--- config.mk ---
export PLATFORM = sky130hd
export DESIGN_NAME = sleeper_timeout_table_unit
export DESIGN_NICKNAME = d
export VERILOG_FILES = /design/src/rtl/stt_pkg.sv /design/src/rtl/stt_front.sv /design/src/rtl/stt_queue.sv /design/src/rtl/stt_back.sv /design/src/rtl/sleeper_timeout_table_unit.sv
export SDC_FILE = /design/constraint.sdc
export NUM_CORES = 1
export LEC_CHECK = 0
export BUFFER_PORTS_ARGS = -buffer_cell sky130_fd_sc_hd__buf_2
export CORE_MARGIN = 2
export CORE_UTILIZATION = 45
export DETAILED_ROUTE_END_ITERATION = 10
export PLACE_DENSITY = 0.58
export SETUP_SLACK_MARGIN = 0.3
export SYNTH_ARGS = -nofsm -noshare
export SYNTH_HDL_FRONTEND = slang
export SYNTH_HIERARCHICAL = 1
export SYNTH_SLANG_ARGS = --single-unit
--- constraint.sdc ---
create_clock -name clk -period 8.2 [get_ports clk]
set_clock_uncertainty 0.15 [all_clocks]
set_input_delay 0.41 -clock clk [delete_from_list [all_inputs] [get_ports clk]]
set_output_delay 0.41 -clock clk [all_outputs]
set_load 0.01 [all_outputs]
--- src/rtl/stt_pkg.sv ---
`timescale 1ns / 1ps
// ----------------------------------------------------------------------------
// stt_pkg
// Shared widths, codes and types of the sleeper timeout table.
// ----------------------------------------------------------------------------
package stt_pkg;

  localparam int SLOTS_DEF   = 16;
  localparam int ID_BITS_DEF = 8;

  localparam int OP_W      = 2;
  localparam int ID_W      = 8;
  localparam int COUNT_W   = 31;
  localparam int ELAPSED_W = 5;
  localparam int KIND_W    = 2;

  // depth of the command queue between front and back
  localparam int Q_DEPTH = 2;

  typedef enum logic [OP_W-1:0] {
    OP_JOIN  = 2'd0,
    OP_LEAVE = 2'd1,
    OP_TICK  = 2'd2,
    OP_NONE  = 2'd3
  } op_t;

  typedef enum logic [KIND_W-1:0] {
    KIND_JOIN  = 2'd0,
    KIND_LEAVE = 2'd1,
    KIND_FIRED = 2'd2
  } kind_t;

  typedef struct packed {
    op_t                  op;
    logic [ID_W-1:0]      id;
    logic [COUNT_W-1:0]   count;
    logic [ELAPSED_W-1:0] elapsed;
  } cmd_t;

  typedef struct packed {
    logic            valid;
    kind_t           kind;
    logic [ID_W-1:0] waiter;
    logic            ok;
    logic            last;
  } rsp_t;

endpackage

--- src/rtl/stt_front.sv ---
`timescale 1ns / 1ps
// ----------------------------------------------------------------------------
// stt_front
// Takes input words, masks the id and drops unused op codes before queuing.
// ----------------------------------------------------------------------------
module stt_front #(
  parameter int ID_BITS = 8
) (
  input  logic                             start,
  input  logic [stt_pkg::OP_W-1:0]         in_op,
  input  logic [stt_pkg::ID_W-1:0]         in_waiter_id,
  input  logic [stt_pkg::COUNT_W-1:0]      in_sleep_count,
  input  logic [stt_pkg::ELAPSED_W-1:0]    in_elapsed,
  input  logic                             q_full,
  output logic                             busy,
  output logic                             push,
  output stt_pkg::cmd_t                    push_cmd
);
  import stt_pkg::*;

  localparam logic [ID_W-1:0] ID_MASK =
    (ID_BITS >= ID_W) ? {ID_W{1'b1}} : ID_W'((1 << ID_BITS) - 1);

  op_t op_s;

  assign op_s = op_t'(in_op);
  assign busy = q_full;

  // unused op code is accepted and dropped here
  assign push = start && !q_full && (op_s != OP_NONE);

  always_comb begin
    push_cmd.op      = op_s;
    push_cmd.id      = in_waiter_id & ID_MASK;
    push_cmd.count   = in_sleep_count;
    push_cmd.elapsed = in_elapsed;
  end

endmodule

--- src/rtl/stt_queue.sv ---
`timescale 1ns / 1ps
// ----------------------------------------------------------------------------
// stt_queue
// Short command queue that decouples the front from the table sequencer.
// ----------------------------------------------------------------------------
module stt_queue (
  input  logic          clk,
  input  logic          rst_n,
  input  logic          push,
  input  stt_pkg::cmd_t push_cmd,
  input  logic          pop,
  output logic          full,
  output logic          empty,
  output stt_pkg::cmd_t head
);
  import stt_pkg::*;

  localparam int PTR_W = (Q_DEPTH > 1) ? $clog2(Q_DEPTH) : 1;
  localparam int CNT_W = $clog2(Q_DEPTH + 1);
  localparam logic [PTR_W-1:0] PTR_END = PTR_W'(Q_DEPTH - 1);

  cmd_t             buf_r [Q_DEPTH];
  logic [PTR_W-1:0] wr_ptr_r, wr_ptr_nxt;
  logic [PTR_W-1:0] rd_ptr_r, rd_ptr_nxt;
  logic [CNT_W-1:0] cnt_r, cnt_nxt;
  logic             do_push, do_pop;

  assign full    = (cnt_r == CNT_W'(Q_DEPTH));
  assign empty   = (cnt_r == '0);
  assign head    = buf_r[rd_ptr_r];
  assign do_push = push && !full;
  assign do_pop  = pop && !empty;

  always_comb begin
    wr_ptr_nxt = wr_ptr_r;
    rd_ptr_nxt = rd_ptr_r;
    cnt_nxt    = cnt_r;
    if (do_push) begin
      wr_ptr_nxt = (wr_ptr_r == PTR_END) ? '0 : wr_ptr_r + 1'b1;
    end
    if (do_pop) begin
      rd_ptr_nxt = (rd_ptr_r == PTR_END) ? '0 : rd_ptr_r + 1'b1;
    end
    if (do_push && !do_pop) begin
      cnt_nxt = cnt_r + 1'b1;
    end else if (do_pop && !do_push) begin
      cnt_nxt = cnt_r - 1'b1;
    end
  end

  always_ff @(posedge clk) begin
    if (!rst_n) begin
      wr_ptr_r <= '0;
      rd_ptr_r <= '0;
      cnt_r    <= '0;
    end else begin
      wr_ptr_r <= wr_ptr_nxt;
      rd_ptr_r <= rd_ptr_nxt;
      cnt_r    <= cnt_nxt;
    end
  end

  always_ff @(posedge clk) begin
    if (do_push) begin
      buf_r[wr_ptr_r] <= push_cmd;
    end
  end

endmodule

--- src/rtl/stt_back.sv ---
`timescale 1ns / 1ps
// ----------------------------------------------------------------------------
// stt_back
// Table sequencer: scans the slot memory once per command, one slot a cycle.
// ----------------------------------------------------------------------------
module stt_back #(
  parameter int SLOTS   = 16,
  parameter int ID_BITS = 8
) (
  input  logic          clk,
  input  logic          rst_n,
  input  logic          q_empty,
  input  stt_pkg::cmd_t q_head,
  output logic          pop,
  output stt_pkg::rsp_t rsp
);
  import stt_pkg::*;

  localparam int IDX_W  = (SLOTS > 1) ? $clog2(SLOTS) : 1;
  localparam int DIFF_W = COUNT_W + 1;
  localparam logic [IDX_W-1:0] LAST_IDX = IDX_W'(SLOTS - 1);

  typedef enum logic [1:0] {
    ST_IDLE,
    ST_SCAN,
    ST_FIN
  } state_t;

  typedef struct packed {
    logic [ID_BITS-1:0] waiter;
    logic [COUNT_W-1:0] rem;
  } entry_t;

  entry_t             mem [SLOTS];
  entry_t             rd_ent_r;
  logic               mem_we;
  logic [IDX_W-1:0]   mem_wa;
  entry_t             mem_wd;

  state_t             state_r, state_nxt;
  cmd_t               cmd_r, cmd_nxt;
  logic [SLOTS-1:0]   valid_r, valid_nxt;
  logic [IDX_W-1:0]   iss_idx_r, iss_idx_nxt;
  logic               iss_on_r, iss_on_nxt;
  logic [IDX_W-1:0]   s2_idx_r, s2_idx_nxt;
  logic               s2_on_r, s2_on_nxt;
  logic               s2_last_r, s2_last_nxt;
  logic               match_r, match_nxt;
  logic [IDX_W-1:0]   match_idx_r, match_idx_nxt;
  logic               free_r, free_nxt;
  logic [IDX_W-1:0]   free_idx_r, free_idx_nxt;
  logic               pend_r, pend_nxt;
  logic [ID_BITS-1:0] pend_id_r, pend_id_nxt;
  rsp_t               rsp_r, rsp_nxt;

  logic [ID_BITS-1:0] cmd_id_s;
  logic [DIFF_W-1:0]  diff;
  logic               slot_live;
  logic               hit;

  assign rsp      = rsp_r;
  assign cmd_id_s = ID_BITS'(cmd_r.id);
  assign diff     = {1'b0, rd_ent_r.rem} - DIFF_W'(cmd_r.elapsed);
  assign slot_live = valid_r[s2_idx_r];
  assign hit      = slot_live && (rd_ent_r.waiter == cmd_id_s);

  always_comb begin
    state_nxt     = state_r;
    cmd_nxt       = cmd_r;
    valid_nxt     = valid_r;
    iss_idx_nxt   = iss_idx_r;
    iss_on_nxt    = iss_on_r;
    s2_idx_nxt    = s2_idx_r;
    s2_on_nxt     = 1'b0;
    s2_last_nxt   = 1'b0;
    match_nxt     = match_r;
    match_idx_nxt = match_idx_r;
    free_nxt      = free_r;
    free_idx_nxt  = free_idx_r;
    pend_nxt      = pend_r;
    pend_id_nxt   = pend_id_r;
    rsp_nxt       = '0;
    mem_we        = 1'b0;
    mem_wa        = s2_idx_r;
    mem_wd        = rd_ent_r;
    pop           = 1'b0;

    case (state_r)
      ST_IDLE: begin
        if (!q_empty) begin
          pop         = 1'b1;
          cmd_nxt     = q_head;
          iss_idx_nxt = '0;
          iss_on_nxt  = 1'b1;
          match_nxt   = 1'b0;
          free_nxt    = 1'b0;
          pend_nxt    = 1'b0;
          state_nxt   = ST_SCAN;
        end
      end

      ST_SCAN: begin
        // issue stage: read address walks the slots
        s2_on_nxt   = iss_on_r;
        s2_idx_nxt  = iss_idx_r;
        s2_last_nxt = (iss_idx_r == LAST_IDX);
        if (iss_on_r) begin
          if (iss_idx_r == LAST_IDX) begin
            iss_on_nxt = 1'b0;
          end else begin
            iss_idx_nxt = iss_idx_r + 1'b1;
          end
        end

        // evaluate stage: works on the slot read last cycle
        if (s2_on_r) begin
          case (cmd_r.op)
            OP_JOIN: begin
              if (hit && !match_r) begin
                match_nxt     = 1'b1;
                match_idx_nxt = s2_idx_r;
              end
              if (!slot_live && !free_r) begin
                free_nxt     = 1'b1;
                free_idx_nxt = s2_idx_r;
              end
            end
            OP_LEAVE: begin
              if (hit) begin
                valid_nxt[s2_idx_r] = 1'b0;
              end
            end
            OP_TICK: begin
              if (slot_live) begin
                mem_we     = 1'b1;
                mem_wd.rem = diff[COUNT_W-1:0];
                if (diff[COUNT_W]) begin
                  valid_nxt[s2_idx_r] = 1'b0;
                  // earlier fired slot goes out now, this one waits
                  if (pend_r) begin
                    rsp_nxt.valid  = 1'b1;
                    rsp_nxt.kind   = KIND_FIRED;
                    rsp_nxt.waiter = ID_W'(pend_id_r);
                    rsp_nxt.ok     = 1'b1;
                    rsp_nxt.last   = 1'b0;
                  end
                  pend_nxt    = 1'b1;
                  pend_id_nxt = rd_ent_r.waiter;
                end
              end
            end
            default: begin
            end
          endcase
          if (s2_last_r) begin
            state_nxt = ST_FIN;
          end
        end
      end

      ST_FIN: begin
        state_nxt = ST_IDLE;
        case (cmd_r.op)
          OP_JOIN: begin
            rsp_nxt.valid  = 1'b1;
            rsp_nxt.kind   = KIND_JOIN;
            rsp_nxt.waiter = cmd_r.id;
            rsp_nxt.last   = 1'b1;
            rsp_nxt.ok     = match_r || free_r;
            if (match_r || free_r) begin
              mem_we            = 1'b1;
              mem_wa            = match_r ? match_idx_r : free_idx_r;
              mem_wd.waiter     = cmd_id_s;
              mem_wd.rem        = cmd_r.count;
              valid_nxt[mem_wa] = 1'b1;
            end
          end
          OP_LEAVE: begin
            rsp_nxt.valid  = 1'b1;
            rsp_nxt.kind   = KIND_LEAVE;
            rsp_nxt.waiter = cmd_r.id;
            rsp_nxt.ok     = 1'b1;
            rsp_nxt.last   = 1'b1;
          end
          OP_TICK: begin
            if (pend_r) begin
              rsp_nxt.valid  = 1'b1;
              rsp_nxt.kind   = KIND_FIRED;
              rsp_nxt.waiter = ID_W'(pend_id_r);
              rsp_nxt.ok     = 1'b1;
              rsp_nxt.last   = 1'b1;
            end
          end
          default: begin
          end
        endcase
      end

      default: begin
        state_nxt = ST_IDLE;
      end
    endcase
  end

  always_ff @(posedge clk) begin
    if (!rst_n) begin
      state_r   <= ST_IDLE;
      valid_r   <= '0;
      iss_on_r  <= 1'b0;
      s2_on_r   <= 1'b0;
      s2_last_r <= 1'b0;
      match_r   <= 1'b0;
      free_r    <= 1'b0;
      pend_r    <= 1'b0;
      rsp_r     <= '0;
    end else begin
      state_r   <= state_nxt;
      valid_r   <= valid_nxt;
      iss_on_r  <= iss_on_nxt;
      s2_on_r   <= s2_on_nxt;
      s2_last_r <= s2_last_nxt;
      match_r   <= match_nxt;
      free_r    <= free_nxt;
      pend_r    <= pend_nxt;
      rsp_r     <= rsp_nxt;
    end
    cmd_r       <= cmd_nxt;
    iss_idx_r   <= iss_idx_nxt;
    s2_idx_r    <= s2_idx_nxt;
    match_idx_r <= match_idx_nxt;
    free_idx_r  <= free_idx_nxt;
    pend_id_r   <= pend_id_nxt;
  end

  // slot memory: one write and one registered read per cycle
  always_ff @(posedge clk) begin
    if (mem_we) begin
      mem[mem_wa] <= mem_wd;
    end
    if (iss_on_r) begin
      rd_ent_r <= mem[iss_idx_r];
    end
  end

`ifndef SYNTHESIS
  a_join_leave_last: assert property (@(posedge clk) disable iff (!rst_n)
    rsp_r.valid && (rsp_r.kind == KIND_JOIN || rsp_r.kind == KIND_LEAVE) |-> rsp_r.last)
    else $error("join or leave answer without last");

  a_rsp_from_work: assert property (@(posedge clk) disable iff (!rst_n)
    rsp_r.valid |-> ($past(state_r) == ST_SCAN || $past(state_r) == ST_FIN))
    else $error("result raised outside scan or finish");

  a_eval_in_scan: assert property (@(posedge clk) disable iff (!rst_n)
    s2_on_r |-> state_r == ST_SCAN)
    else $error("evaluate stage active outside scan");

  a_fin_one_cycle: assert property (@(posedge clk) disable iff (!rst_n)
    state_r == ST_FIN |=> state_r == ST_IDLE)
    else $error("finish state held");

  a_pop_only_idle: assert property (@(posedge clk) disable iff (!rst_n)
    pop |-> state_r == ST_IDLE && !q_empty)
    else $error("queue popped while busy");
`endif

endmodule

--- src/rtl/sleeper_timeout_table_unit.sv ---
`timescale 1ns / 1ps
// join and leave answers are registered in the finish state after the slot scan;
// a tick emits fired waiters during its scan and the last one at its end.
// every command runs once through the slot scanner, one slot per cycle
// through the single read port of the slot memory; a two-word queue in front
// lets busy stay low while a command is scanned. results cannot be stalled.
// reset empties the table and the queue at once; no clearing pass.
// ----------------------------------------------------------------------------
// sleeper_timeout_table_unit
// Table of sleeping waiters with join, leave and tick commands.
// ----------------------------------------------------------------------------
module sleeper_timeout_table_unit #(
  parameter int SLOTS   = stt_pkg::SLOTS_DEF,
  parameter int ID_BITS = stt_pkg::ID_BITS_DEF
) (
  input  logic                          clk,
  input  logic                          rst_n,
  input  logic                          start,
  output logic                          busy,
  input  logic [stt_pkg::OP_W-1:0]      in_op,
  input  logic [stt_pkg::ID_W-1:0]      in_waiter_id,
  input  logic [stt_pkg::COUNT_W-1:0]   in_sleep_count,
  input  logic [stt_pkg::ELAPSED_W-1:0] in_elapsed,
  output logic                          out_valid,
  output logic [stt_pkg::KIND_W-1:0]    out_kind,
  output logic [stt_pkg::ID_W-1:0]      out_waiter_out,
  output logic                          out_ok,
  output logic                          out_last
);
  import stt_pkg::*;

  logic q_full;
  logic q_empty;
  logic push;
  logic pop;
  cmd_t push_cmd;
  cmd_t q_head;
  rsp_t rsp;

  stt_front #(
    .ID_BITS (ID_BITS)
  ) u_front (
    .start          (start),
    .in_op          (in_op),
    .in_waiter_id   (in_waiter_id),
    .in_sleep_count (in_sleep_count),
    .in_elapsed     (in_elapsed),
    .q_full         (q_full),
    .busy           (busy),
    .push           (push),
    .push_cmd       (push_cmd)
  );

  stt_queue u_queue (
    .clk      (clk),
    .rst_n    (rst_n),
    .push     (push),
    .push_cmd (push_cmd),
    .pop      (pop),
    .full     (q_full),
    .empty    (q_empty),
    .head     (q_head)
  );

  stt_back #(
    .SLOTS   (SLOTS),
    .ID_BITS (ID_BITS)
  ) u_back (
    .clk     (clk),
    .rst_n   (rst_n),
    .q_empty (q_empty),
    .q_head  (q_head),
    .pop     (pop),
    .rsp     (rsp)
  );

  assign out_valid      = rsp.valid;
  assign out_kind       = rsp.kind;
  assign out_waiter_out = rsp.waiter;
  assign out_ok         = rsp.ok;
  assign out_last       = rsp.last;

endmodule

# After elaboration in Yosys (flattened, before gate mapping)
# Memory sizes are Yosys's and may differ from the RTL's. A register that Yosys moved wholly into a read port is not among the register bits.
# Index checks and enable logic that the tools add are counted.
# op_classes
add_sub_neg	6
multipliers	0
div	0
order_cmp	4
eq_ne	25
n_shift	0
mux	75
n_bitwise	4
reduce_logical	37
# op_table
op	count
16-bit two-way mux	6
31-bit two-way mux	3
13-bit two-way mux	6
39-bit two-way mux	2
16-bit one-hot mux with 2 select lines	2
31-bit one-hot mux with 2 select lines	1
13-bit one-hot mux with 3 select lines	1
31-bit by 5-bit subtractor with 32-bit output	1
1-bit two-way mux	30
4-bit two-way mux	7
13-bit one-hot mux with 2 select lines	1
2-bit by 1-bit != test with 1-bit output, second input constant	10
16-bit bitwise AND	1
16-bit inverter	1
16-bit bitwise OR	1
5-bit AND reduction	3
4-bit AND reduction	3
1-bit logical AND	11
4-bit by 5-bit less-than comparator with 1-bit output, second input constant	2
2-bit two-way mux	5
1-bit one-hot mux with 2 select lines	5
3-bit by 2-bit != test with 1-bit output, second input constant	3
1-bit demux with 4-bit select	2
8-bit == test	1
other kinds (23)	43
# word_totals
ff_bits	65
latch_bits	0
mem_bits_rw	716
romBits	0
in_bits	49
output_inout_bits	14
word_cells	174
mem_count	2
# mem_list
name	words	word_bits	rd	rd_clocked_by_memory_dff	write_ports	line	text
u_back.mem	16	39	1	1	1	stt_back.sv:34	entry_t mem [SLOTS];
u_queue.buf_r	2	46	1	1	1	stt_queue.sv:22	cmd_t buf_r [Q_DEPTH];

# Longest topological paths before layout
# Gate-level depths: netlist (run 1).
# logic_depth
ltp_word	11
depth_mapped	10

# Hierarchy
# The synthesis (run 1) kept the hierarchy.
# by_module_without_submodules
mod	instances	cells_per_inst	area_each_um2
stt_back	1	1489	30450.5
stt_queue	1	168	3549.7
stt_front	1	49	369.1

# Worst setup path before layout (run 1)
# Ideal clock, no wire load.
# synth_path
path_kind	register -> register
start	register u_back.s2_idx_r[1]
end	memory u_back/mem[10][0] (netlist name) (enable)
setup_ns	0.532
t_arrival_ns	5.270
required_time_ns	7.518
path_slack_ns	2.247
stages_incl_launch_ff	8
path_buffers	1
synth_period_minus_slack_ns	5.953
path_cell_list	edfxtp_1 -> buf_6 -> mux4_2 -> nand3_1 -> a31oi_1 -> nand2_1 -> and2_1 -> nor4_1
# synth_via
elab_chain_len	8
# synth_lines
element	line	text
from (decl)	stt_back.sv:45	logic [IDX_W-1:0] s2_idx_r, s2_idx_nxt;
from (signal assigned)	stt_back.sv:229	s2_idx_r <= s2_idx_nxt;
1-bit binary-select mux with 4-bit select	stt_back.sv:64	assign slot_live = valid_r[s2_idx_r];
1-bit two-way mux (not written as such)	stt_back.sv:64	
1-bit two-way mux	stt_back.sv:134	if (slot_live) begin
1-bit two-way mux	stt_back.sv:117	case (cmd_r.op)
1-bit two-way mux	stt_back.sv:116	if (s2_on_r) begin
1-bit one-hot mux with 2 select lines	stt_back.sv:88	case (state_r)
1-bit two-way mux	stt_back.sv:237	if (mem_we) begin
1-bit two-way mux (not written as such)	stt_back.sv:238	mem[mem_wa] <= mem_wd;
to (decl)	stt_back.sv:34	
# Several ways; a longest one is shown, not always the timed one. The select of a mux whose other input is x is not followed.

# Worst setup path in the final report (run 1)
# layout_path
start	register u_back.s2_idx_r[1]
end	memory u_back/mem[1][12] (netlist name) (enable)
# Same word-level chain as after synthesis.

==> summary.txt, run 1 <==
Yosys
  • Syn_nets: 1,771
  • Sequential share of the synthesized area: 0.7453
  • Leading register cell type out of synthesis: edfxtp_1
  • Synthesis Warnings: 6
  • Synth Register Bits: just under 900
  • Post-synth EDFFs: approximately 830
  • Share of the synthesized area in the top cell type: 0.7208
  • Mapped cell area: approximately 34,000 um2
  • Top post-synthesis cells by area: edfxtp_1, mux4_2, dfxtp_1, mux2_2, buf_4
  • Cell accounting for the most synthesized area: edfxtp_1
  • Ys async rst share: 0
  • Yosys cell types: 73
  • Avg Inst Size Synth: approximately 20 um2
  • Syn Inst Count: 1,706

Critical path
  • CP cell instances: mux4_1, a22oi_1, a31oi_1, buf_4, nand2_1, and2_1, nand2b_1, nor3_2, buf_4
  • Top delay family on crit path: simple AND/OR/NAND/NOR gates
  • Crit end category: flop
  • CP arrival: roughly 4.9 ns
  • CP Buf/Inv Count: 2
  • WS Path Type: reg -> reg
  • Reg2Reg Depth: 9
  • Crit. path cell count: 9
  • CP max stage cell: nor3_2
  • Crit-path most repeated cell: buf_4
  • Worst endpoint required time: a little over 8 ns
  • Largest stage delay, worst path: roughly 1 ns
  • Crit path max fanout: 30
  • Worst setup SP type: flop

Clock tree
  • Clock buffer depth: 3
  • # clock sinks: around 870
  • CTS Root Cell: clkbuf_16
  • CTS resizes: 0
  • CTS tree: yes
  • H-tree depth: 3
  • Skew-Pair Late Insertion Delay: 0.63 ns
  • Reg clk slew, reported paths: about 0.06 ns
  • Number of CTS-inserted buffers: 87

Placement
  • Placed cell count: between 2k and 3k
  • Final HPWL DP: about 43,000 um
  • Routability cong.: ~0.81
  • DP Worst Slack: about 3.4 ns
  • Port buffer count: 62

Routing
  • Initial DRC Count: 1,742
  • DRT Wirelength: 77,720 um
  • Drc violations: 0
  • Final antenna-violating net count: 0
  • Routed len/inst: 27.06 um
  • Via Count: between 15k and 20k
  • 1st-pass router iterations: 5
  • Via density: a little under 6

Power
  • Worst IR drop on VDD: around 0.29 mV
  • P_leak: between 10 and 15 nW
  • Power density over the cells: 353.2 nW/um2

Global route
  • Total gr overflow: 0
  • Global-route wire length before repair: between 100,000 and 150,000 um
  • Initial antenna violation count: 1
  • Largest net degree at the start of global routing: 148
  • Overall routing resource usage: 0.2006
  • Vias in the first global route: roughly 17k

Run
  • Max Cap Violations: 0

Timing
  • Max_slew headroom: 0.1628
  • Endpoints failing hold: 0
  • Worst slew pin tran: 1.250 ns
  • Final setup margin: 3.445 ns
  • Min Tclk post-route: 4.755 ns
  • TNS Setup: 0 ns
  • Final setup fails: 0
  • Fmax: 210.3 MHz
  • RSZ-0062 raised after global routing: false
  • Tcrit/Tclk final: 0.5799
  • Pins Over Slew Limit: 0

Die
  • Initial Util: 0.4533
  • # rows: approximately 100
  • Ports: 63
  • Die area: slightly below 80,000 um2
  • Die height: between 200 and 300 um
  • Core area: roughly 76,000 um2
  • Die width: ~280 um

Layout
  • Area of the multi-input gates: 8078 um2
  • FILL cells: 6,009
  • Sequential Area: between 20,000 and 30,000 um2
  • Area Overhead vs Synth: 13.20%
  • Number of antenna diodes: 0
  • Most common cell after layout, fill and taps aside: edfxtp_1
  • Share of post-route cells with drive strength above 1: 0.2798
  • Fin util: 0.5131
  • Final Instance Count excl. Fillers: between 2k and 3k
  • Final #Nets: about 1.9k
  • Most frequent cells in the layout: edfxtp_1, mux4_2, clkbuf_16, nand2_1, buf_2

Hold path
  • WHS Path Cells: 3
  • Hold WC Path Type: in -> reg

Status
  • Status: complete, no violations
==> registers in the layout (all words and copies together), names as in the netlist, 2 cells and up, named ones only <==
| signal | flops |
|---|---|
| u_back/cmd_id_s | 8 |
| u_back/cmd_r | 38 |
| u_back/free_idx_r | 4 |
| u_back/iss_idx_r | 4 |
| u_back/match_idx_r | 4 |
| u_back/mem | 624 |
| u_back/pend_id_r | 8 |
| u_back/rd_ent_r | 39 |
| u_back/rsp | 13 |
| u_back/s2_idx_r | 4 |
| u_back/state_r | 2 |
| u_back/valid_r | 16 |
| u_queue/buf_r | 92 |
| u_queue/cnt_r | 2 |
==> what timing repair did <==
action / 4_1_cts / 5_1_grt
setup buffers: 0 / 0
hold buffers: 46 / 0
endpoints found under the hold margin: 92 / 0
==> through the flow <==
step / total power [W] / cell area (um2) / hold slack, ns
2_1_floorplan: 0.008744 / 34370 / 0.2741
3_3_place_gp: 0.009894 / 35660 / 0.2922
3_5_place_dp: 0.009983 / 35660 / 0.3020
4_1_cts: 0.01388 / 38910 / 0.09197
5_1_grt: 0.01434 / 38910 / 0.1274
6_report: 0.01374 / 38910 / 0.1277
==> cell usage after synthesis (4+ instances only) <==
library cell / instances
edfxtp_1: 825
mux4_2: 196
nand2_1: 66
mux2_2: 55
buf_4: 52
clkbuf_1: 49
dfxtp_1: 42
o21ai_0: 42
nor3_1: 32
nor2_1: 31
nand3_1: 22
inv_1: 18
buf_1: 17
ha_1: 15
a21oi_1: 13
o211ai_1: 13
xor2_1: 12
a22oi_1: 11
and2_1: 11
nor2b_1: 11
or4_1: 10
nor4_1: 9
o311ai_0: 9
a22o_1: 8
a31oi_1: 8
nand2b_1: 8
o21a_1: 7
nand4_1: 6
o2bb2ai_1: 6
xnor2_1: 6
a21o_1: 5
a221o_1: 5
and3_1: 5
buf_2: 5
mux2i_1: 5
or3_1: 5
nand4b_1: 4
o22ai_1: 4
==> final timing paths <==
kind,start,end,slack (ns)
max,u_back/s2_idx_r[1],u_back/mem[1][12],3.44
min,rst_n,u_back/s2_last_r,0.13
max reg2reg,u_back/s2_idx_r[1],u_back/mem[1][12],3.44
min reg2reg,u_back/pend_id_r[5],u_back/rsp[7],0.31
==> per-layer routing <==
| layer | up-vias | wire, um | track usage |
|---|---|---|---|
| met2 | 645 | 36420 | 0.3125 |
| met5 | - | 0 | 0 |
| met4 | 0 | 1691 | 0.05498 |
| li1 | 7247 | - | - |
| met3 | 113 | 5586 | 0.03131 |
| met1 | 9055 | 34020 | 0.2964 |
==> final cells by class <==
type	instances	share of cell area
flip-flops and latches	867	0.6584
multi-input cells	694	0.2076
well taps	978	0.03145
clock buffers	119	0.06229
inverters	19	0.001833
clock inverters	43	0.009455
repair buffers	152	0.02894
==> kinds of logic (layout without fill, tap and decap cells) <==
| logic type | after synthesis | count (layout) | synth area share |
|---|---|---|---|
| simple gates | 244 | 244 | 0.03892 |
| mux | 259 | 259 | 0.1502 |
| compound gates | 157 | 157 | 0.03262 |
| buf+inv | 145 | 333 | 0.02235 |
| flops | 867 | 867 | 0.7453 |
| xor+xnor | 18 | 18 | 0.004587 |
| fa+ha+maj | 16 | 16 | 0.006043 |
==> power breakdown <==
part,leakage (nW),switching (W),internal (W)
sequential,7.84,0.000332,0.00600
clock,1.35,0.00165,0.00223
combinational,3.08,0.00210,0.00143
==> worst register-to-register path, stage by stage, from the launching register on <==
cell	delay, ns
edfxtp_1	0.64
mux4_1	0.48
a22oi_1	0.15
a31oi_1	0.23
buf_4	0.23
nand2_1	0.11
and2_1	0.21
nand2b_1	0.52
nor3_2	0.99
buf_4	0.66
Power figures use the tool's default switching activity.
==> run 2: changes to the inputs <==
--- a/config.mk
+++ b/config.mk
@@ -5,6 +5,7 @@
 export SDC_FILE = /design/constraint.sdc
 export NUM_CORES = 1
 export LEC_CHECK = 0
+export ABC_AREA = 1
 export BUFFER_PORTS_ARGS = -buffer_cell sky130_fd_sc_hd__buf_2
 export CORE_MARGIN = 2
 export CORE_UTILIZATION = 45
==> constraint.sdc (replaced) <==
create_clock -name clk -period 4.9 [get_ports clk]
set_clock_uncertainty 0.15 [all_clocks]
set_input_delay 0.245 -clock clk [delete_from_list [all_inputs] [get_ports clk]]
set_output_delay 0.245 -clock clk [all_outputs]
set_load 0.01 [all_outputs]
==> run 2 against run 1 <==
  * Non-clock buffer count grew 27
  * Global-route usage increased by 1.4 points
  * Synthesized cell count up 64%
  * Combinational power grew 120%
  * Maximum frequency up 18%
  * Sequential cell count stayed put
  * Cell area up 5.0%
  * Setup slack lost 2.6 ns
  * Routed wire length is 14% higher
  * Sequential power is 69% higher
  * Final cell count rose by 39%
  * Die area is 4.8% higher
  * Critical endpoint is now u_back/rsp[2]
  * Highest routed layer unchanged
==> summary.txt, run 2 <==
Layout
  • Most common cell after layout, fill and taps aside: edfxtp_1 (unchanged)
  • Share of post-route cells with drive strength above 1: 0.1273 (was 0.2798)
  • Area of the multi-input gates: 9020 um2 (was 8078 um2)
  • Sequential Area: 25,620 um2 (unchanged)
  • Area Overhead vs Synth: 13.38% (was 13.20%)
  • Biggest regs: u_back/mem (624), u_queue/buf_r (92), u_back/rd_ent_r (39) (unchanged)
  • Most frequent cells in the layout: edfxtp_1, nor2_1, nand2_1, o21ai_0, nand3_1 (was edfxtp_1, mux4_2, clkbuf_16, nand2_1, buf_2)
  • Biggest register: u_back/mem (unchanged)
  • Number of antenna diodes: 0 (unchanged)
  • Final #Nets: 2,931 (was 1,886)
  • Max FFs per register: 624 (unchanged)
  • FILL cells: 6,735 (was 6,009)

Yosys
  • Top post-synthesis cells by area: edfxtp_1, nor2_1, nand2_1, o21ai_0, dfxtp_1 (was edfxtp_1, mux4_2, dfxtp_1, mux2_2, buf_4)
  • Most frequent cell after synthesis: edfxtp_1 (unchanged)
  • Avg Inst Size Synth: 12.89 um2 (was 20.15 um2)
  • Mapped cell area: 36,030 um2 (was 34,370 um2)
  • Post-synth top cells: edfxtp_1, nor2_1, nand2_1 (was edfxtp_1, mux4_2, nand2_1)
  • Syn_nets: 2,861 (was 1,771)
  • Synth Register Bits: 867 (unchanged)
  • Ys async rst share: 0 (unchanged)
  • Leading register cell type out of synthesis: edfxtp_1 (unchanged)
  • Post-synth EDFFs: 825 (unchanged)
  • Yosys cell types: 50 (was 73)
  • Synthesis Warnings: 6 (unchanged)
  • Syn Inst Count: 2,796 (was 1,706)
  • Sequential share of the synthesized area: 0.7110 (was 0.7453)
  • Cell accounting for the most synthesized area: edfxtp_1 (unchanged)
  • Share of the synthesized area in the top cell type: 0.6876 (was 0.7208)

Timing
  • RSZ-0062 raised after global routing: false (unchanged)
  • Fmax: 247.9 MHz (was 210.3 MHz)
  • Final setup margin: 0.8665 ns (was 3.445 ns)
  • Max_slew headroom: 0.1961 (was 0.1628)
  • Final setup fails: 0 (unchanged)
  • Min Tclk post-route: 4.033 ns (was 4.755 ns)
  • Tcrit/Tclk final: 0.8232 (was 0.5799)
  • Pins Over Slew Limit: 0 (unchanged)
  • Worst slew pin tran: 1.206 ns (was 1.250 ns)
  • Endpoints failing hold: 0 (unchanged)

Power
  • Power density over the cells: 612.3 nW/um2 (was 353.2 nW/um2)
  • P_leak: 13.87 nW (was 12.27 nW)
  • Total power: 0.02501 W (was 0.01374 W)
  • Worst IR drop on VDD: 0.3802 mV (was 0.2904 mV)

Global route
  • Global-route wire length before repair: 133,400 um (was 114,600 um)
  • Initial antenna violation count: 0 (was 1)
  • Overall routing resource usage: 0.2143 (was 0.2006)
  • GRT busiest layer: met2 (unchanged)
  • Largest net degree at the start of global routing: 186 (was 148)
  • Total gr overflow: 0 (unchanged)
  • GRT met2 Usage: 0.3622 (was 0.3125)
  • Met3 Resource Use GR: 0.02643 (was 0.03131)
  • Vias in the first global route: 21.76k (was 17.18k)
  • Met1 Use GR: 0.2912 (was 0.2964)

Critical path
  • CP cell instances: inv_2, nand2_1, nand2_1, nand2_1, nand2_1, nand2_1, nand2_2, nor2_4, nor2_4, nand2_2, nor3_2, nand4_1, o21ai_0 (was mux4_1, a22oi_1, a31oi_1, buf_4, nand2_1, and2_1, nand2b_1, nor3_2, buf_4)
  • Top delay family on crit path: simple AND/OR/NAND/NOR gates (unchanged)
  • Worst setup SP type: flop (unchanged)
  • Worst endpoint required time: 5.28 ns (was 8.30 ns)
  • CP max stage cell: nand4_1 (was nor3_2)
  • CP arrival: 4.42 ns (was 4.86 ns)
  • Largest stage delay, worst path: 0.79 ns (was 0.98 ns)
  • Crit-path most repeated cell: nand2_1 (was buf_4)
  • Crit end category: flop (unchanged)
  • Crit path max fanout: 22 (was 30)
  • WS Path Type: reg -> reg (unchanged)
  • CP Buf/Inv Count: 1 (was 2)

Clock tree
  • # clock sinks: 867 (unchanged)
  • CTS tree: yes (unchanged)
  • Clock buffer depth: 3 (unchanged)
  • Post-CTS Setup Bufs: 0 (unchanged)
  • Reg clk slew, reported paths: 0.06 ns (about the same)
  • Number of CTS-inserted buffers: 89 (was 87)
  • CTS Root Cell: clkbuf_16 (unchanged)
  • H-tree depth: 3 (unchanged)
  • Skew-Pair Late Insertion Delay: 0.64 ns (was 0.63 ns)

Placement
  • Final HPWL DP: 49,820 um (was 42,960 um)
  • DP Worst Slack: 0.8795 ns (was 3.425 ns)
  • Routability cong.: 0.8679 (was 0.8058)
  • Port buffer count: 62 (unchanged)

Die
  • # rows: 103 (was 101)
  • Die area: 82,340 um2 (was 78,600 um2)
  • Die height: 287.0 um (was 280.4 um)
  • Die width: 287.0 um (was 280.4 um)
  • Initial Util: 0.4553 (was 0.4533)
  • Ports: 63 (unchanged)
  • Core area: 79,130 um2 (was 75,820 um2)

Status
  • Status: complete, no violations (unchanged)

Hold path
  • Hold WC Path Type: in -> reg (unchanged)

Run
  • Max Cap Violations: 0 (unchanged)

Routing
  • Routed len/inst: 22.18 um (was 27.06 um)
  • DRT Wirelength: 88,480 um (was 77,720 um)
  • 1st-pass router iterations: 6 (was 5)
  • Final antenna-violating net count: 0 (unchanged)
  • Initial DRC Count: 1,911 (was 1,742)
  • Via Count: 22.34k (was 17.06k)
  • Via density: 5.601 (was 5.940)
  • Drc violations: 0 (unchanged)
## run 2: area by class of cell
type	count	share of cell area
clock buffers	114	0.05863
inverters	126	0.01182
multi-input cells	1603	0.2208
well taps	1050	0.03216
repair buffers	179	0.03725
clock inverters	50	0.01219
flip-flops and latches	867	0.6271
## run 2: worst paths after layout
path | from | end | slack [ns] | depth (start not counted)
hold / removal | in_sleep_count[14] | u_queue/buf_r[1][19] | 0.18 | 2
setup reg to reg | u_back/s2_idx_r[0] | u_back/rsp[2] | 0.87 | 13
setup / recovery | u_back/s2_idx_r[0] | u_back/rsp[2] | 0.87 | 13
hold reg to reg | u_back/valid_r[9] | u_back/valid_r[9] | 0.33 | 2
## run 2: routing by layer
layer | part of all wire | up-vias
met5 | 0 | -
met4 | 0.026 | 0
met3 | 0.051 | 136
met2 | 0.49 | 655
met1 | 0.43 | 11220
li1 | - | 10340
## run 2: worst reg2reg max path: stages, from the launching register on
cell and delay (ns):
edfxtp_1 0.58, inv_2 0.26, nand2_1 0.07, nand2_1 0.06, nand2_1 0.05, nand2_1 0.09, nand2_1 0.06, nand2_2 0.10
nor2_4 0.06, nor2_4 0.47, nand2_2 0.16, nor3_2 0.63, nand4_1 0.79, o21ai_0 0.39
## run 2: cell families after synthesis
kind of cell	synth area share
simple gates	0.1100
flops	0.7110
compound gates	0.09141
fa+ha+maj	0.005765
xor+xnor	0.002917
buf+inv	0.04261
mux	0.03633
## run 2: where the power goes
group	switching (W)	internal, W
Combinational	0.00546	0.00218
Sequential	0.000454	0.0103
Clock	0.00277	0.00389
Total	0.00868	0.0163
## run 2: what timing repair did
action,in CTS,in global routing
endpoints found under the setup margin,0,0
hold buffers,48,0
resized for setup,0,0
hold endpoints to repair,107,0
## run 2: through the flow
step / cells / util / setup TNS [ns] / hold slack, ns / cell area [um2]
3_3_place_gp: 3777 / 0.4736 / 0 / 0.2815 / 37470
2_1_floorplan: 2796 / - / -14.13 / 0.2163 / 36030
4_1_cts: 3989 / 0.5162 / 0 / 0.1470 / 40850
6_report: 3989 / 0.5162 / 0 / 0.1780 / 40850
3_5_place_dp: 3777 / 0.4736 / 0 / 0.2857 / 37470
5_1_grt: 3989 / 0.5162 / 0 / 0.1614 / 40850
==> run 3: changes to the inputs <==
==> constraint.sdc (replaced) <==
create_clock -name clk -period 4 [get_ports clk]
set_clock_uncertainty 0.15 [all_clocks]
set_input_delay 0.2 -clock clk [delete_from_list [all_inputs] [get_ports clk]]
set_output_delay 0.2 -clock clk [all_outputs]
set_load 0.01 [all_outputs]
==> run 3 against run 2 <==
  * Die area unchanged
  * Largest cell class unchanged
  * Cell area increased by 0.44%
  * Largest power group unchanged
  * Via count increased by 1.0%
  * Setup slack got worse by 0.48 ns
  * Critical path depth unchanged
  * Highest routed layer unchanged
==> summary.txt, run 3 (synthesis gave the netlist of run 2 again) <==
Critical path
  • CP arrival: 3.73 ns (was 4.42 ns)
  • Worst endpoint required time: 4.12 ns (was 5.28 ns)
  • Crit path max fanout: 13 (was 22)
  • Crit end category: flop (unchanged)
  • CP max stage cell: nor2_2 (was nand4_1)
  • Worst setup SP type: flop (unchanged)
  • CP cell instances: inv_2, nand2_1, nand2_1, nand2_1, nand2_1, nand2_1, nand2_2, nor2_4, nor2_4, nand2_2, a21oi_2, nand3_1, nor2_2 (was inv_2, nand2_1, nand2_1, nand2_1, nand2_1, nand2_1, nand2_2, nor2_4, nor2_4, nand2_2, nor3_2, nand4_1, o21ai_0)
  • WS Path Type: reg -> reg (unchanged)
  • Crit-path most repeated cell: nand2_1 (unchanged)
  • Largest stage delay, worst path: 0.89 ns (was 0.79 ns)

Global route
  • Global-route wire length before repair: 134,900 um (was 133,400 um)
  • Largest net degree at the start of global routing: 176 (was 186)
  • Total gr overflow: 0 (unchanged)
  • Initial antenna violation count: 0 (unchanged)
  • Overall routing resource usage: 0.2154 (was 0.2143)
  • Vias in the first global route: 22.05k (was 21.76k)

Routing
  • DRT Wirelength: 89,320 um (was 88,480 um)
  • Final antenna-violating net count: 0 (unchanged)
  • Drc violations: 0 (unchanged)
  • Routed len/inst: 22.29 um (was 22.18 um)
  • Initial DRC Count: 2,043 (was 1,911)
  • 1st-pass router iterations: 5 (was 6)
  • Via Count: 22.58k (was 22.34k)
  • Via density: 5.634 (was 5.601)

Layout
  • Max FFs per register: 624 (unchanged)
  • Final Instance Count excl. Fillers: 4,007 (was 3,989)
  • Most common cell after layout, fill and taps aside: edfxtp_1 (unchanged)
  • Post-Layout Inst Area: 41,030 um2 (was 40,850 um2)
  • Final #Nets: 2,951 (was 2,931)
  • Share of post-route cells with drive strength above 1: 0.1316 (was 0.1273)
  • Area Overhead vs Synth: 13.88% (was 13.38%)
  • Biggest register: u_back/mem (unchanged)
  • Number of antenna diodes: 0 (unchanged)
  • Most frequent cells in the layout: edfxtp_1, nor2_1, nand2_1, o21ai_0, nand3_1 (unchanged)
  • Biggest regs: u_back/mem (624), u_queue/buf_r (92), u_back/rd_ent_r (39) (unchanged)

Power
  • Flop pwr share: 0.416 (was 0.429)
  • Sw Share: 0.3602 (was 0.3469)
  • Comb pwr share: 0.324 (was 0.305)
  • P_leak: 13.98 nW (was 13.87 nW)
  • Power density over the cells: 766.1 nW/um2 (was 612.3 nW/um2)
  • Clock network fraction of design power: 0.259 (was 0.266)
  • Int Power: 0.02011 W (was 0.01634 W)
  • Switching pwr: 0.01132 W (was 0.008678 W)
  • Worst IR drop on VDD: 0.6423 mV (was 0.3802 mV)

Timing
  • Endpoints failing hold: 0 (unchanged)
  • Min Tclk post-route: 3.611 ns (was 4.033 ns)
  • Max_slew headroom: 0.3434 (was 0.1961)
  • Worst slew pin tran: 0.9759 ns (was 1.206 ns)
  • Fmax: 276.9 MHz (was 247.9 MHz)
  • TNS Setup: 0 ns (unchanged)
  • Final setup fails: 0 (unchanged)
  • RSZ-0062 raised after global routing: true (was false)
  • Pins Over Slew Limit: 0 (unchanged)
  • Tcrit/Tclk final: 0.9029 (was 0.8232)

Die
  • Core area: 79,130 um2 (unchanged)
  • # rows: 103 (unchanged)
  • Die height: 287.0 um (unchanged)
  • Die width: 287.0 um (unchanged)
  • Die area: 82,340 um2 (unchanged)
  • Ports: 63 (unchanged)
  • Initial Util: 0.4553 (unchanged)

Clock tree
  • Number of CTS-inserted buffers: 89 (unchanged)
  • H-tree depth: 3 (unchanged)
  • Reg clk slew, reported paths: 0.06 ns (about the same)
  • Clock buffer depth: 3 (unchanged)
  • CTS resizes: 0 (unchanged)
  • CTS Root Cell: clkbuf_16 (unchanged)
  • Skew-Pair Late Insertion Delay: 0.66 ns (was 0.64 ns)
  • # clock sinks: 867 (unchanged)
  • CTS tree: yes (unchanged)

Placement
  • Routability cong.: 0.8813 (was 0.8679)
  • Port buffer count: 62 (unchanged)
  • Placed cell count: 3,791 (was 3,777)
  • Final HPWL DP: 54,880 um (was 49,820 um)
  • Dpl cell area: 37,650 um2 (was 37,470 um2)

Run
  • Max Cap Violations: 0 (unchanged)

Hold path
  • Hold WC Path Type: in -> reg (unchanged)

Status
  • Status: complete, no violations (unchanged)
[run 3: changes by cell type in the layout (fill, tap and decap cells not counted), moves of 3 or more]
cell	delta
buf_4	+15
buf_12	+4
nor3_2	-4
nor3_4	+4
clkinv_1	+3
clkinvlp_4	-3
[run 3: what timing repair did]
item	in CTS	in global routing
hold endpoints to repair	121	0
hold buffers	48	0
endpoints found under the setup margin	0	61
setup buffers	0	5
[run 3: worst paths after layout]
path | start | to | slack [ns] | cells after the start
setup reg to reg | u_back/s2_idx_r[0] | u_back/mem[3][26] | 0.39 | 13
hold / removal | in_sleep_count[6] | u_queue/buf_r[0][11] | 0.13 | 2
hold reg to reg | u_back/valid_r[14] | u_back/valid_r[14] | 0.35 | 2
setup / recovery | u_back/s2_idx_r[0] | u_back/mem[3][26] | 0.39 | 13
[run 3: cell type report]
| class | instances | area (um2) |
|---|---|---|
| tap | 1050 | 1314 |
| clock buffer | 114 | 2384 |
| inverter | 126 | 483.0 |
| multi-input combinational | 1604 | 9051 |
| timing repair buffer | 198 | 1714 |
| sequential | 867 | 25620 |
| clock inverter | 48 | 464.2 |
| fill | 6691 | 38100 |
[run 3: critical path, delay by kind of cell, from the launching register on]
family | cells | cell delay [ns]
buffers and inverters | 1 | 0.26
DFF | 1 | 0.57
and+or+nand+nor | 11 | 1.98
AOI/OAI and AO/OA | 1 | 0.28
[run 3: per-layer routing]
metal	GRT usage	vias up	routed length (um)
met5	0	-	0
met4	0.07786	0	3207
met3	0.03071	160	4669
met2	0.3563	677	43290
met1	0.2912	11360	38150
li1	-	10380	-
[run 3: stage by stage]
step / hold slack [ns] / worst slack, ns / power, W / util
after global routing: 0.09148 / 0.2210 / 0.03297 / 0.5185
after detailed placement: 0.2425 / 0.4262 / 0.02352 / 0.4759
after CTS: 0.08122 / 0.4002 / 0.03173 / 0.5179
after floorplan: 0.1713 / 0.09749 / 0.01929 / -
after global placement: 0.2389 / 0.4708 / 0.02338 / 0.4759
final: 0.1254 / 0.3885 / 0.03143 / 0.5185
[run 3: power groups by stage]
stage	registers [W]	logic, W	clock network [W]
CTS	0.0131	0.0103	0.00832
global placement	0.0133	0.0101	0
floorplan	0.0131	0.00621	0
detailed placement	0.0133	0.0102	0
finish	0.0131	0.0102	0.00815
global route	0.0132	0.0111	0.00867
